--- src/xsr_pkg.sv ---
`default_nettype none

package xsr_pkg;

  // State geometry
  localparam int DEPTH  = 16;
  localparam int POS_W  = 4;
  localparam int WORD_W = 64;
  localparam int HALF_W = 32;

  // Recurrence shifts and output multiplier
  localparam int SHIFT_A = 31;
  localparam int SHIFT_B = 11;
  localparam int SHIFT_C = 30;
  localparam logic [WORD_W-1:0] MULT_CONST = 64'h1066_89D4_5497_FDB5;
  localparam logic [HALF_W-1:0] MULT_LO    = MULT_CONST[HALF_W-1:0];
  localparam logic [HALF_W-1:0] MULT_HI    = MULT_CONST[WORD_W-1:HALF_W];

  // Input command codes
  localparam logic CMD_GEN  = 1'b0;
  localparam logic CMD_LOAD = 1'b1;

  typedef logic [POS_W-1:0]  pos_t;
  typedef logic [WORD_W-1:0] word_t;
  typedef logic [HALF_W-1:0] half_t;

  // What an accepted word does on its way to the output
  typedef enum logic [1:0] {
    KIND_LOAD,
    KIND_HIT,
    KIND_ADV
  } kind_t;

  typedef struct packed {
    kind_t kind;
    word_t word;
  } item_t;

  // State memory write request
  typedef struct packed {
    logic  en;
    pos_t  addr;
    word_t data;
  } ram_wr_t;

  // One step of the xorshift1024 recurrence: s0 = word at position, s1 = following word
  function automatic word_t xsr_next(input word_t s0, input word_t s1);
    word_t a;
    word_t b;
    b = s1 ^ (s1 << SHIFT_A);
    b = b ^ (b >> SHIFT_B);
    a = s0 ^ (s0 >> SHIFT_C);
    return a ^ b;
  endfunction

endpackage

`default_nettype wire

--- src/xsr_in_if.sv ---
`default_nettype none

interface xsr_in_if;
  import xsr_pkg::*;

  logic  valid;
  logic  ready;
  logic  cmd;
  pos_t  load_index;
  word_t load_value;

  modport source (output valid, output cmd, output load_index, output load_value,
                  input ready);
  modport sink   (input valid, input cmd, input load_index, input load_value,
                  output ready);
endinterface

`default_nettype wire

--- src/xsr_out_if.sv ---
`default_nettype none

interface xsr_out_if;
  import xsr_pkg::*;

  logic  valid;
  logic  ready;
  half_t rand_word;
  logic  word_valid;

  modport source (output valid, output rand_word, output word_valid, input ready);
  modport sink   (input valid, input rand_word, input word_valid, output ready);
endinterface

`default_nettype wire

--- src/xsr_state_ram.sv ---
`default_nettype none

module xsr_state_ram
  import xsr_pkg::*;
(
  input  wire logic    clk,
  input  wire logic    rst_n,
  input  wire ram_wr_t wr,
  input  wire pos_t    rd_addr_a,
  input  wire pos_t    rd_addr_b,
  output word_t        rd_data_a,
  output word_t        rd_data_b
);

  word_t            mem [DEPTH];
  logic [DEPTH-1:0] vld_r;
  word_t            rd_a_r;
  word_t            rd_b_r;
  logic             rd_a_vld_r;
  logic             rd_b_vld_r;

  // Write port
  always_ff @(posedge clk) begin
    if (wr.en) begin
      mem[wr.addr] <= wr.data;
    end
  end

  // Written flags; an unwritten entry reads as zero
  always_ff @(posedge clk) begin
    if (!rst_n) begin
      vld_r <= '0;
    end else if (wr.en) begin
      vld_r[wr.addr] <= 1'b1;
    end
  end

  // Two registered read ports, old data on a same-cycle write
  always_ff @(posedge clk) begin
    rd_a_r <= mem[rd_addr_a];
    rd_b_r <= mem[rd_addr_b];
  end

  always_ff @(posedge clk) begin
    if (!rst_n) begin
      rd_a_vld_r <= 1'b0;
      rd_b_vld_r <= 1'b0;
    end else begin
      rd_a_vld_r <= vld_r[rd_addr_a];
      rd_b_vld_r <= vld_r[rd_addr_b];
    end
  end

  assign rd_data_a = rd_a_vld_r ? rd_a_r : '0;
  assign rd_data_b = rd_b_vld_r ? rd_b_r : '0;

endmodule

`default_nettype wire

--- src/xsr_out_pipe.sv ---
`default_nettype none

module xsr_out_pipe
  import xsr_pkg::*;
(
  input  wire logic   clk,
  input  wire logic   rst_n,
  input  wire logic   item_valid,
  input  wire item_t  item,
  output logic        item_ready,
  xsr_out_if.source   out_if
);

  // Stage A: step result waiting for the multipliers
  logic  a_v_r;
  kind_t a_kind_r;
  word_t a_word_r;
  // Stage B: partial products
  logic  b_v_r;
  kind_t b_kind_r;
  word_t p_ll_r;
  half_t p_lh_r;
  half_t p_hl_r;
  // Stage C: output register
  logic  out_v_r;
  half_t out_word_r;
  logic  out_wv_r;
  // Cached upper half of the last product
  half_t hi_r;

  logic  c_ready;
  logic  b_ready;
  logic  b_move;
  logic  a_move;
  word_t p_ll;
  half_t p_lh;
  half_t p_hl;
  half_t mid_sum;
  word_t prod;
  half_t word_nxt;
  logic  wv_nxt;

  // Stage handshakes: a stage fills when it is empty or moves on
  assign c_ready    = !out_v_r || out_if.ready;
  assign b_move     = b_v_r && c_ready;
  assign b_ready    = !b_v_r || c_ready;
  assign a_move     = a_v_r && b_ready;
  assign item_ready = !a_v_r || b_ready;

  always_ff @(posedge clk) begin
    if (!rst_n) begin
      a_v_r   <= 1'b0;
      b_v_r   <= 1'b0;
      out_v_r <= 1'b0;
    end else begin
      if (item_ready) begin
        a_v_r <= item_valid;
      end
      if (b_ready) begin
        b_v_r <= a_v_r;
      end
      if (c_ready) begin
        out_v_r <= b_v_r;
      end
    end
  end

  // Stage A capture
  always_ff @(posedge clk) begin
    if (item_ready && item_valid) begin
      a_kind_r <= item.kind;
      a_word_r <= item.word;
    end
  end

  // 32x32 partial products; only the low 32 bits of the cross terms matter mod 2^64
  assign p_ll = word_t'(a_word_r[HALF_W-1:0]) * word_t'(MULT_LO);
  assign p_lh = a_word_r[HALF_W-1:0] * MULT_HI;
  assign p_hl = a_word_r[WORD_W-1:HALF_W] * MULT_LO;

  always_ff @(posedge clk) begin
    if (a_move) begin
      b_kind_r <= a_kind_r;
      p_ll_r   <= p_ll;
      p_lh_r   <= p_lh;
      p_hl_r   <= p_hl;
    end
  end

  // Final sum and word select
  assign mid_sum = p_lh_r + p_hl_r;
  assign prod    = p_ll_r + {mid_sum, {HALF_W{1'b0}}};

  always_comb begin
    word_nxt = '0;
    wv_nxt   = 1'b0;
    unique case (b_kind_r)
      KIND_ADV: begin
        word_nxt = prod[HALF_W-1:0];
        wv_nxt   = 1'b1;
      end
      KIND_HIT: begin
        word_nxt = hi_r;
        wv_nxt   = 1'b1;
      end
      default: begin
        word_nxt = '0;
        wv_nxt   = 1'b0;
      end
    endcase
  end

  always_ff @(posedge clk) begin
    if (b_move) begin
      out_word_r <= word_nxt;
      out_wv_r   <= wv_nxt;
      if (b_kind_r == KIND_ADV) begin
        hi_r <= prod[WORD_W-1:HALF_W];
      end
    end
  end

  assign out_if.valid      = out_v_r;
  assign out_if.rand_word  = out_word_r;
  assign out_if.word_valid = out_wv_r;

endmodule

`default_nettype wire

--- src/xorshift1024_star_prng.sv ---
`default_nettype none

// Channel  Dir  Payload                                  Handshake
// in_if    in   cmd, load_index[3:0], load_value[63:0]   valid/ready
// out_if   out  rand_word[31:0], word_valid              valid/ready
//
// One word is accepted per cycle while the result pipe has room; each gives one result.
// The sixteen state words sit in a two-read-port RAM; the word at the position and
// the next one are kept in registers, the one after is prefetched on each step.
// Reset is synchronous; the state reads as zero until loaded.
// Output stalls fill the three-stage result pipe before the input is held off.

module xorshift1024_star_prng
  import xsr_pkg::*;
(
  input  wire logic clk,
  input  wire logic rst_n,
  xsr_in_if.sink    in_if,
  xsr_out_if.source out_if
);

  logic    accept;
  logic    is_load;
  logic    adv;
  logic    item_ready;
  item_t   item;
  ram_wr_t wr;
  pos_t    rd_addr_a;
  pos_t    rd_addr_b;
  word_t   rd_data_a;
  word_t   rd_data_b;

  pos_t    pos_r,      pos_nxt;
  logic    cached_r,   cached_nxt;
  word_t   cur_r,      cur_nxt;
  word_t   nxt_r,      nxt_nxt;
  logic    cur_pend_r, cur_pend_nxt;
  logic    nxt_pend_r, nxt_pend_nxt;
  logic    fwd_a_r,    fwd_a_nxt;
  logic    fwd_b_r,    fwd_b_nxt;
  word_t   fwd_val_r,  fwd_val_nxt;

  word_t   cur_eff;
  word_t   nxt_eff;
  word_t   new_word;

  assign in_if.ready = item_ready;
  assign accept      = in_if.valid && item_ready;
  assign is_load     = (in_if.cmd == CMD_LOAD);
  assign adv         = accept && !is_load && !cached_r;

  // Current pair, taken from read data (with load forwarding) while a fetch is due
  assign cur_eff  = cur_pend_r ? (fwd_a_r ? fwd_val_r : rd_data_a) : cur_r;
  assign nxt_eff  = nxt_pend_r ? (fwd_b_r ? fwd_val_r : rd_data_b) : nxt_r;
  assign new_word = xsr_next(cur_eff, nxt_eff);

  // Memory requests
  always_comb begin
    wr.en     = 1'b0;
    wr.addr   = pos_r + pos_t'(1);
    wr.data   = new_word;
    rd_addr_a = '0;
    rd_addr_b = pos_r + pos_t'(2);
    if (accept && is_load) begin
      wr.en     = 1'b1;
      wr.addr   = in_if.load_index;
      wr.data   = in_if.load_value;
      rd_addr_b = pos_t'(1);
    end else if (adv) begin
      wr.en = 1'b1;
    end
  end

  // Position, cache flag and the register pair
  always_comb begin
    pos_nxt      = pos_r;
    cached_nxt   = cached_r;
    cur_nxt      = cur_eff;
    nxt_nxt      = nxt_eff;
    cur_pend_nxt = 1'b0;
    nxt_pend_nxt = 1'b0;
    fwd_a_nxt    = 1'b0;
    fwd_b_nxt    = 1'b0;
    fwd_val_nxt  = fwd_val_r;
    if (accept && is_load) begin
      pos_nxt      = '0;
      cached_nxt   = 1'b0;
      cur_pend_nxt = 1'b1;
      nxt_pend_nxt = 1'b1;
      fwd_a_nxt    = (in_if.load_index == pos_t'(0));
      fwd_b_nxt    = (in_if.load_index == pos_t'(1));
      fwd_val_nxt  = in_if.load_value;
    end else if (adv) begin
      pos_nxt      = pos_r + pos_t'(1);
      cached_nxt   = 1'b1;
      cur_nxt      = new_word;
      nxt_pend_nxt = 1'b1;
    end else if (accept) begin
      cached_nxt = 1'b0;
    end
  end

  always_ff @(posedge clk) begin
    if (!rst_n) begin
      pos_r      <= '0;
      cached_r   <= 1'b0;
      cur_r      <= '0;
      nxt_r      <= '0;
      cur_pend_r <= 1'b0;
      nxt_pend_r <= 1'b0;
      fwd_a_r    <= 1'b0;
      fwd_b_r    <= 1'b0;
    end else begin
      pos_r      <= pos_nxt;
      cached_r   <= cached_nxt;
      cur_r      <= cur_nxt;
      nxt_r      <= nxt_nxt;
      cur_pend_r <= cur_pend_nxt;
      nxt_pend_r <= nxt_pend_nxt;
      fwd_a_r    <= fwd_a_nxt;
      fwd_b_r    <= fwd_b_nxt;
    end
  end

  always_ff @(posedge clk) begin
    fwd_val_r <= fwd_val_nxt;
  end

  // Word handed to the result pipe
  always_comb begin
    item.word = new_word;
    if (is_load) begin
      item.kind = KIND_LOAD;
    end else if (cached_r) begin
      item.kind = KIND_HIT;
    end else begin
      item.kind = KIND_ADV;
    end
  end

  xsr_state_ram u_ram (
    .clk       (clk),
    .rst_n     (rst_n),
    .wr        (wr),
    .rd_addr_a (rd_addr_a),
    .rd_addr_b (rd_addr_b),
    .rd_data_a (rd_data_a),
    .rd_data_b (rd_data_b)
  );

  xsr_out_pipe u_out (
    .clk        (clk),
    .rst_n      (rst_n),
    .item_valid (in_if.valid),
    .item       (item),
    .item_ready (item_ready),
    .out_if     (out_if)
  );

endmodule

`default_nettype wire

--- src/flat_wrapper.sv ---
// flat-port wrapper written by rule: the top's interface ports become plain ports
module xorshift1024_star_prng_flat import xsr_pkg::*;
  (clk, rst_n, in_if_valid, in_if_cmd, in_if_load_index, in_if_load_value, in_if_ready, out_if_valid, out_if_rand_word, out_if_word_valid, out_if_ready);
  xsr_in_if in_if_i ();
  xsr_out_if out_if_i ();
  input  wire logic clk;
  input  wire logic rst_n;
  input wire logic [$bits(in_if_i.valid)-1:0] in_if_valid;
  input wire logic [$bits(in_if_i.cmd)-1:0] in_if_cmd;
  input wire logic [$bits(in_if_i.load_index)-1:0] in_if_load_index;
  input wire logic [$bits(in_if_i.load_value)-1:0] in_if_load_value;
  output wire logic [$bits(in_if_i.ready)-1:0] in_if_ready;
  output wire logic [$bits(out_if_i.valid)-1:0] out_if_valid;
  output wire logic [$bits(out_if_i.rand_word)-1:0] out_if_rand_word;
  output wire logic [$bits(out_if_i.word_valid)-1:0] out_if_word_valid;
  input wire logic [$bits(out_if_i.ready)-1:0] out_if_ready;
  assign in_if_i.valid = in_if_valid;
  assign in_if_i.cmd = in_if_cmd;
  assign in_if_i.load_index = in_if_load_index;
  assign in_if_i.load_value = in_if_load_value;
  assign in_if_ready = in_if_i.ready;
  assign out_if_valid = out_if_i.valid;
  assign out_if_rand_word = out_if_i.rand_word;
  assign out_if_word_valid = out_if_i.word_valid;
  assign out_if_i.ready = out_if_ready;
  xorshift1024_star_prng u_core (.clk(clk), .rst_n(rst_n), .in_if(in_if_i), .out_if(out_if_i));
endmodule
--- config.mk ---
export PLATFORM = sky130hd
export DESIGN_NAME = xorshift1024_star_prng_flat
export DESIGN_NICKNAME = d
export VERILOG_FILES = /design/src/xsr_pkg.sv /design/src/xsr_in_if.sv /design/src/xsr_out_if.sv /design/src/xsr_state_ram.sv /design/src/xsr_out_pipe.sv /design/src/xorshift1024_star_prng.sv /design/src/flat_wrapper.sv
export SDC_FILE = /design/constraint.sdc
export NUM_CORES = 2
export LEC_CHECK = 0
export BUFFER_PORTS_ARGS = -buffer_cell sky130_fd_sc_hd__buf_2
export CORE_AREA = 5 5 563 510
export DETAILED_ROUTE_END_ITERATION = 8
export DIE_AREA = 0 0 568 515
export SYNTH_ARGS = -nofsm -noshare
export SYNTH_HDL_FRONTEND = slang
export SYNTH_SLANG_ARGS = --single-unit
--- constraint.sdc ---
create_clock -name clk -period 20 [get_ports clk]
set_clock_uncertainty 0.05 [all_clocks]
set_input_delay 2 -clock clk [delete_from_list [all_inputs] [get_ports clk]]
set_output_delay 2 -clock clk [all_outputs]
set_load 0.01 [all_outputs]
# Word level (Yosys, flattened, before mapping)
# Memories as Yosys holds them, arrays and structs flattened. A register that Yosys moved wholly into a read port is not among the register bits.
# Cells that the tools add are included.
# W data, S select, Z words.
[op_classes]
n_mul = 3
add_sub_neg = 4
magnitude_cmp = 3
n_bitwise = 6
eq_ne = 3
mux = 24
reduce_logical = 21
[ops]
columns = ["op", "n"]
rows = [
  ["$mux W64", 8],
  ["$xor A64 B64 Y64", 2],
  ["$mux W68", 1],
  ["$add A63 B64 Y64", 1],
  ["$pmux W32 S2", 1],
  ["$xor A64 B34 Y64", 1],
  ["$xor A64 B53 Y64", 1],
  ["$mul A32 B31 Y63 const B", 1],
  ["$add A32 B32 Y32", 1],
  ["$mul A32 B27 Y30 const B", 1],
  ["$mul A32 B31 Y32 const B", 1],
  ["$or A16 B16 Y16", 1],
  ["$lt A4 B5 Y1 const B", 2],
  ["$mux W1", 10],
  ["$logic_and A1 B1 Y1", 7],
  ["$logic_not A1 Y1", 5],
  ["$add A4 B1 Y4 const B", 1],
  ["$add A4 B2 Y4 const B", 1],
  ["$bmux W1 S4", 1],
  ["$demux W1 S4", 1],
  ["$eq A4 B1 Y1 const B", 1],
  ["$ge A4 B1 Y1 const B", 1],
  ["$logic_not A4 Y1", 1],
  ["$mux W4", 1],
  ["8 further kinds", 12],
]
[totals]
input_bits = 73
mem_count = 1
regBits = 480
mem_bits_rw = 1024
[memory_table]
columns = ["memory", "depth", "word_bits", "read_ports", "rd_clocked_by_memory_dff", "wr", "line_no", "text"]
rows = [
  ["u_core.u_ram.mem", 16, 64, 2, 2, 1, "xsr_state_ram.sv:15", "word_t mem [DEPTH];"],
]

# Depth between registers and ports, before layout
[logic_depth]
word_depth = 12
depth_mapped = 27
depth_no_buf = 27

# Cells and area by module
# From an unflattened synthesis, not the netlist that was laid out.
[unflattened]
hier_cells = 7626
area_unflattened_um2 = 105975.4
[modules_own_cells]
columns = ["module", "n_inst", "area_each_um2", "cells_each"]
rows = [
  ["xsr_state_ram", 1, 49887.8, 2461],
  ["xsr_out_pipe", 1, 44287.5, 4015],
  ["xorshift1024_star_prng", 1, 11800.1, 1150],
]

# Worst setup path before layout
# No wires, ideal clock.
[synth_path]
path_kind = "input to register"
start = "input out_if_ready"
end = "register u_core.u_out.b_kind_r[0] (enable)"
t_arrival_ns = 11.113
setup_slack_ns = 8.044
n_path_buf = 0
required_time_ns = 19.157
setup_time_ns = 0.793
path_stages = 2
cell_sequence = "and2b_1 a21boi_0"
[synth_between]
elab_chain_cells = 3
[synth_rtl]
columns = ["item", "line_no", "text"]
rows = [
  ["from (decl)", "flat_wrapper.sv:16", "input wire logic [$bits(out_if_i.ready)-1:0] out_if_ready;"],
  ["$logic_or A1 B1 Y1", "xsr_out_pipe.sv:44", "assign c_ready = !out_v_r || out_if.ready;"],
  ["$logic_or A1 B1 Y1", "xsr_out_pipe.sv:46", "assign b_ready = !b_v_r || c_ready;"],
  ["$logic_and A1 B1 Y1", "xsr_out_pipe.sv:47", "assign a_move = a_v_r && b_ready;"],
  ["named net u_core.u_out.a_move", "xsr_out_pipe.sv:34", "logic a_move;"],
  ["to (signal assigned)", "xsr_out_pipe.sv:83", "b_kind_r <= a_kind_r;"],
  ["to (decl)", "xsr_out_pipe.sv:20", "kind_t b_kind_r;"],
]
# The timed path passes the listed nets, and every way through them passes these cells.
# A chain may end at the register's enable or synchronous reset.

# Final worst setup path
[layout_path]
start = "register u_core.u_out.a_word_r[20]"
end = "register u_core.u_out.p_ll_r[55] (data pin)"
[layout_between]
elab_chain_cells = 1
[layout_rtl]
columns = ["item", "line_no", "text"]
rows = [
  ["from (decl)", "xsr_out_pipe.sv:17", "word_t a_word_r;"],
  ["from (signal assigned)", "xsr_out_pipe.sv:72", "a_word_r <= item.word;"],
  ["$mul A32 B31 Y63", "xsr_out_pipe.sv:77", "assign p_ll = word_t'(a_word_r[HALF_W-1:0]) * word_t'(MULT_LO);"],
  ["named net u_core.u_out.p_ll[55]", "xsr_out_pipe.sv:35", "word_t p_ll;"],
  ["to (signal assigned)", "xsr_out_pipe.sv:84", "p_ll_r <= p_ll;"],
  ["to (decl)", "xsr_out_pipe.sv:21", "word_t p_ll_r;"],
]
# The timed path passes the listed nets, and every way through them passes these cells.

==> impl_metrics.py <==
metrics = {
    "run_status": {
        "status": "finished clean",
    },
    "global_route": {
        "grt_pass1_wl_um": 418400,
        "globalRouteTotalUtil_pct": 19.29,
        "grt_pass1_vias": 59664,
        "grt_overflow": 0,
        "antenna_found_initial": 14,
        "grt_start_max_net_pins": 86,
    },
    "floorplanning": {
        "rows": 185,
        "core-area_mm2": 0.2805,
        "initial_utilization_pct": 34.83,
        "fp.dieW_um": 568,
        "die_h_um": 515,
        "die_area_mm2": 0.2925,
        "ios": 108,
    },
    "clock_tree": {
        "cts_buffer_depth": 4,
        "cts_tree": "yes",
        "postCtsSetupBuffers": 0,
        "path_clk_slew_ns": 0.06,
        "cts_resized": 0,
        "cts.sinks": 1628,
        "cts_hold_buf": 0,
        "cts_made_buffers": 169,
        "root_buffer": "clkbuf_16",
        "clock_latency_ns": 0.88,
        "htree_num_levels": 4,
    },
    "logic_synthesis": {
        "synthFlopType": "edfxtp_1",
        "synth_top_family_by_area": "adder cells",
        "synthAdderAreaFrac_pct": 26.17,
        "synth_cell_types": 81,
        "syn_inst": 7464,
        "syn_area_mm2": 0.09773,
        "synth-simple-area-share_pct": 5.147,
        "avgSynthCellArea_um2": 13.09,
        "synth_compound_gate_area_share_pct": 6.590,
        "synth-seq-cells": 1628,
        "synth_mux_area_share_pct": 5.656,
        "async_flop_share_pct": 0,
        "yosysWarnings": 0,
        "synth_edf_count": 1342,
        "syn_nets": 9083,
        "yosys.area_share.xor_xnor_pct": 3.728,
        "ys_seq_area_share_pct": 47.09,
    },
    "final_layout": {
        "nNetsFinal": 9214,
        "syn2layout_area_growth_pct": 10.70,
        "fin_area_mm2": 0.1082,
        "final_cells": 11468,
        "drive_above_1_share_pct": 9.552,
    },
    "route": {
        "dr_wl_met3_um": 27090,
        "num_vias": 59166,
        "drt-met1-wl_um": 132400,
        "routed_wl_um": 286100,
        "firstDrtPassIters": 5,
        "viasPerCell": 5.159,
        "top_layer": "met5",
        "detail_route.wl_per_cell_um": 24.95,
        "drtIter0Drc": 5982,
        "drc": 0,
        "met2_length_um": 119000,
        "antenna_left": 0,
    },
    "timing": {
        "setup_violations": 0,
        "tightest_slew_ns": 1.447,
        "max_freq_mhz": 115.5,
        "fin_crit_ns": 8.659,
        "finalSetupTns_ns": 0,
        "min_period_over_period_pct": 43.30,
        "maxSlewHeadroom_pct": 3.199,
        "slew_viol_final": 0,
        "rsz0062_at_grt": "false",
        "worst_slack_ns": 11.34,
        "hold_viol": 0,
    },
    "critical_path": {
        "required_ns": 20.54,
        "startpoint_type": "flop",
        "cp_max_fo": 10,
        "critPathCaptureType": "flop",
        "worstSetupPathType": "flop to flop",
        "crit_arrival_ns": 9.20,
    },
    "min_path": {
        "hp-class": "flop to flop",
    },
    "placed_design": {
        "dp_hpwl_um": 218400,
        "routabilityCongestion": 0.9718,
        "post-place-ws_ns": 11.10,
        "dp.cells": 11164,
        "place_area_mm2": 0.1029,
        "portBuffers": 107,
    },
    "run": {
        "maxCapViolCount": 0,
    },
}
-- per-stage QoR --
stage	hold slack, ns	utilization [%]
final	0.2687	38.56
after global routing	0.2562	38.56
after CTS	0.2464	38.56
after detailed placement	0.3060	36.68
after global placement	0.3043	36.68
after floorplan	0.2933	-
-- cell usage after synthesis, types with 139 or more instances --
cell type	number	share of area, %
ha_1	716	9.2
clkbuf_1	171	0.66
xnor2_1	288	2.6
and2_1	139	0.89
nand2_1	349	1.3
nor2_1	462	1.8
a21oi_1	373	1.9
inv_1	1213	4.7
mux4_2	212	4.9
a22oi_1	159	1.2
edfxtp_1	1342	41
dfxtp_1	286	5.9
fa_1	830	17
-- sequential cells by signal, indices dropped and copies added, names as in the netlist, 16 cells and up --
signal                         flops
u_core.u_ram.rd_a_r               64
u_core.u_ram.rd_b_r               64
u_core.cur_r                      64
u_core.u_out.p_ll_r               59
u_core.u_out.p_lh_r               30
u_core.u_ram.vld_r                16
u_core.u_out.hi_r                 32
u_core.fwd_val_r                  64
u_core.u_out.a_word_r             64
u_core.u_out.out_if.rand_word     32
u_core.u_ram.mem                1024
u_core.u_out.p_hl_r               32
u_core.nxt_r                      64
-- critical path, cell delays in order (launching register included) --
cell	delay, ns
edfxtp_1	0.68
inv_1	0.25
fa_1	0.58
inv_1	0.10
fa_1	0.49
inv_1	0.07
fa_1	0.53
inv_1	0.05
fa_1	0.50
inv_1	0.06
fa_1	0.53
inv_1	0.05
fa_1	0.45
fa_1	0.49
inv_1	0.05
fa_1	0.48
inv_1	0.04
ha_1	0.39
nand2_1	0.10
nor3_1	0.45
nand3_1	0.17
o211ai_1	0.19
o21ai_0	0.13
a2111oi_1	0.51
o2111ai_1	0.30
a31oi_1	0.30
mux2_1	0.36
o2111ai_1	0.11
-- final cells by class --
type | instances | area (µm²)
fill | 26484 | 172400
clock inverter | 88 | 699.4
sequential | 1628 | 46040
clock buffer | 214 | 4583
timing repair buffer | 192 | 1174
inverter | 1216 | 4569
antenna | 2 | 5.005
tap | 3740 | 4679
multi-input combinational | 4388 | 46440
-- layer usage --
metal | vias to the layer above | global-route usage [%]
met5 | - | 0
met4 | 2 | 4.715
met3 | 341 | 4.424
met2 | 2422 | 27.29
met1 | 30467 | 29.72
li1 | 25934 | -
-- cell families after synthesis --
kind of cell / count (synthesis)
buf+inv: 1448
fa+ha+maj: 1546
simple gates: 1141
xor+xnor: 416
compound gates: 1002
mux: 283
flops: 1628
-- cell usage in the layout, fill, tap and decap left out, types with 34 or more instances in the layout --
| master | count |
|---|---|
| edfxtp_1 | 1342 |
| inv_1 | 1212 |
| fa_1 | 830 |
| ha_1 | 715 |
| nor2_1 | 445 |
| a21oi_1 | 373 |
| nand2_1 | 346 |
| xnor2_1 | 288 |
| dfxtp_1 | 281 |
| mux4_2 | 212 |
| clkbuf_16 | 173 |
| a22oi_1 | 159 |
| and2_1 | 138 |
| xor2_1 | 128 |
| buf_2 | 107 |
| buf_4 | 85 |
| o21ai_0 | 74 |
| a21o_1 | 64 |
| a211oi_1 | 64 |
| a31oi_1 | 57 |
| nor3_1 | 45 |
| mux2i_1 | 37 |
| nand3_1 | 35 |
| o221ai_1 | 35 |
| o22ai_1 | 34 |
-- final timing paths --
kind	from	end	slack, ns	cells after the start
worst min-delay path	u_core.u_ram.mem[0][60]$_DFFE_PP_	u_core.u_ram.rd_a_r[60]$_DFF_P_	0.27	0
worst max register to register	u_core.u_out.a_word_r[20]$_DFFE_PP_	u_core.u_out.p_ll_r[55]$_DFFE_PP_	11.34	27
worst max-delay path	u_core.u_out.a_word_r[20]$_DFFE_PP_	u_core.u_out.p_ll_r[55]$_DFFE_PP_	11.34	27
worst min register to register	u_core.u_ram.mem[0][60]$_DFFE_PP_	u_core.u_ram.rd_a_r[60]$_DFF_P_	0.27	0
Power is not shown: default switching activity piles up to over one toggle a cycle in this logic, so the estimate is an artifact.
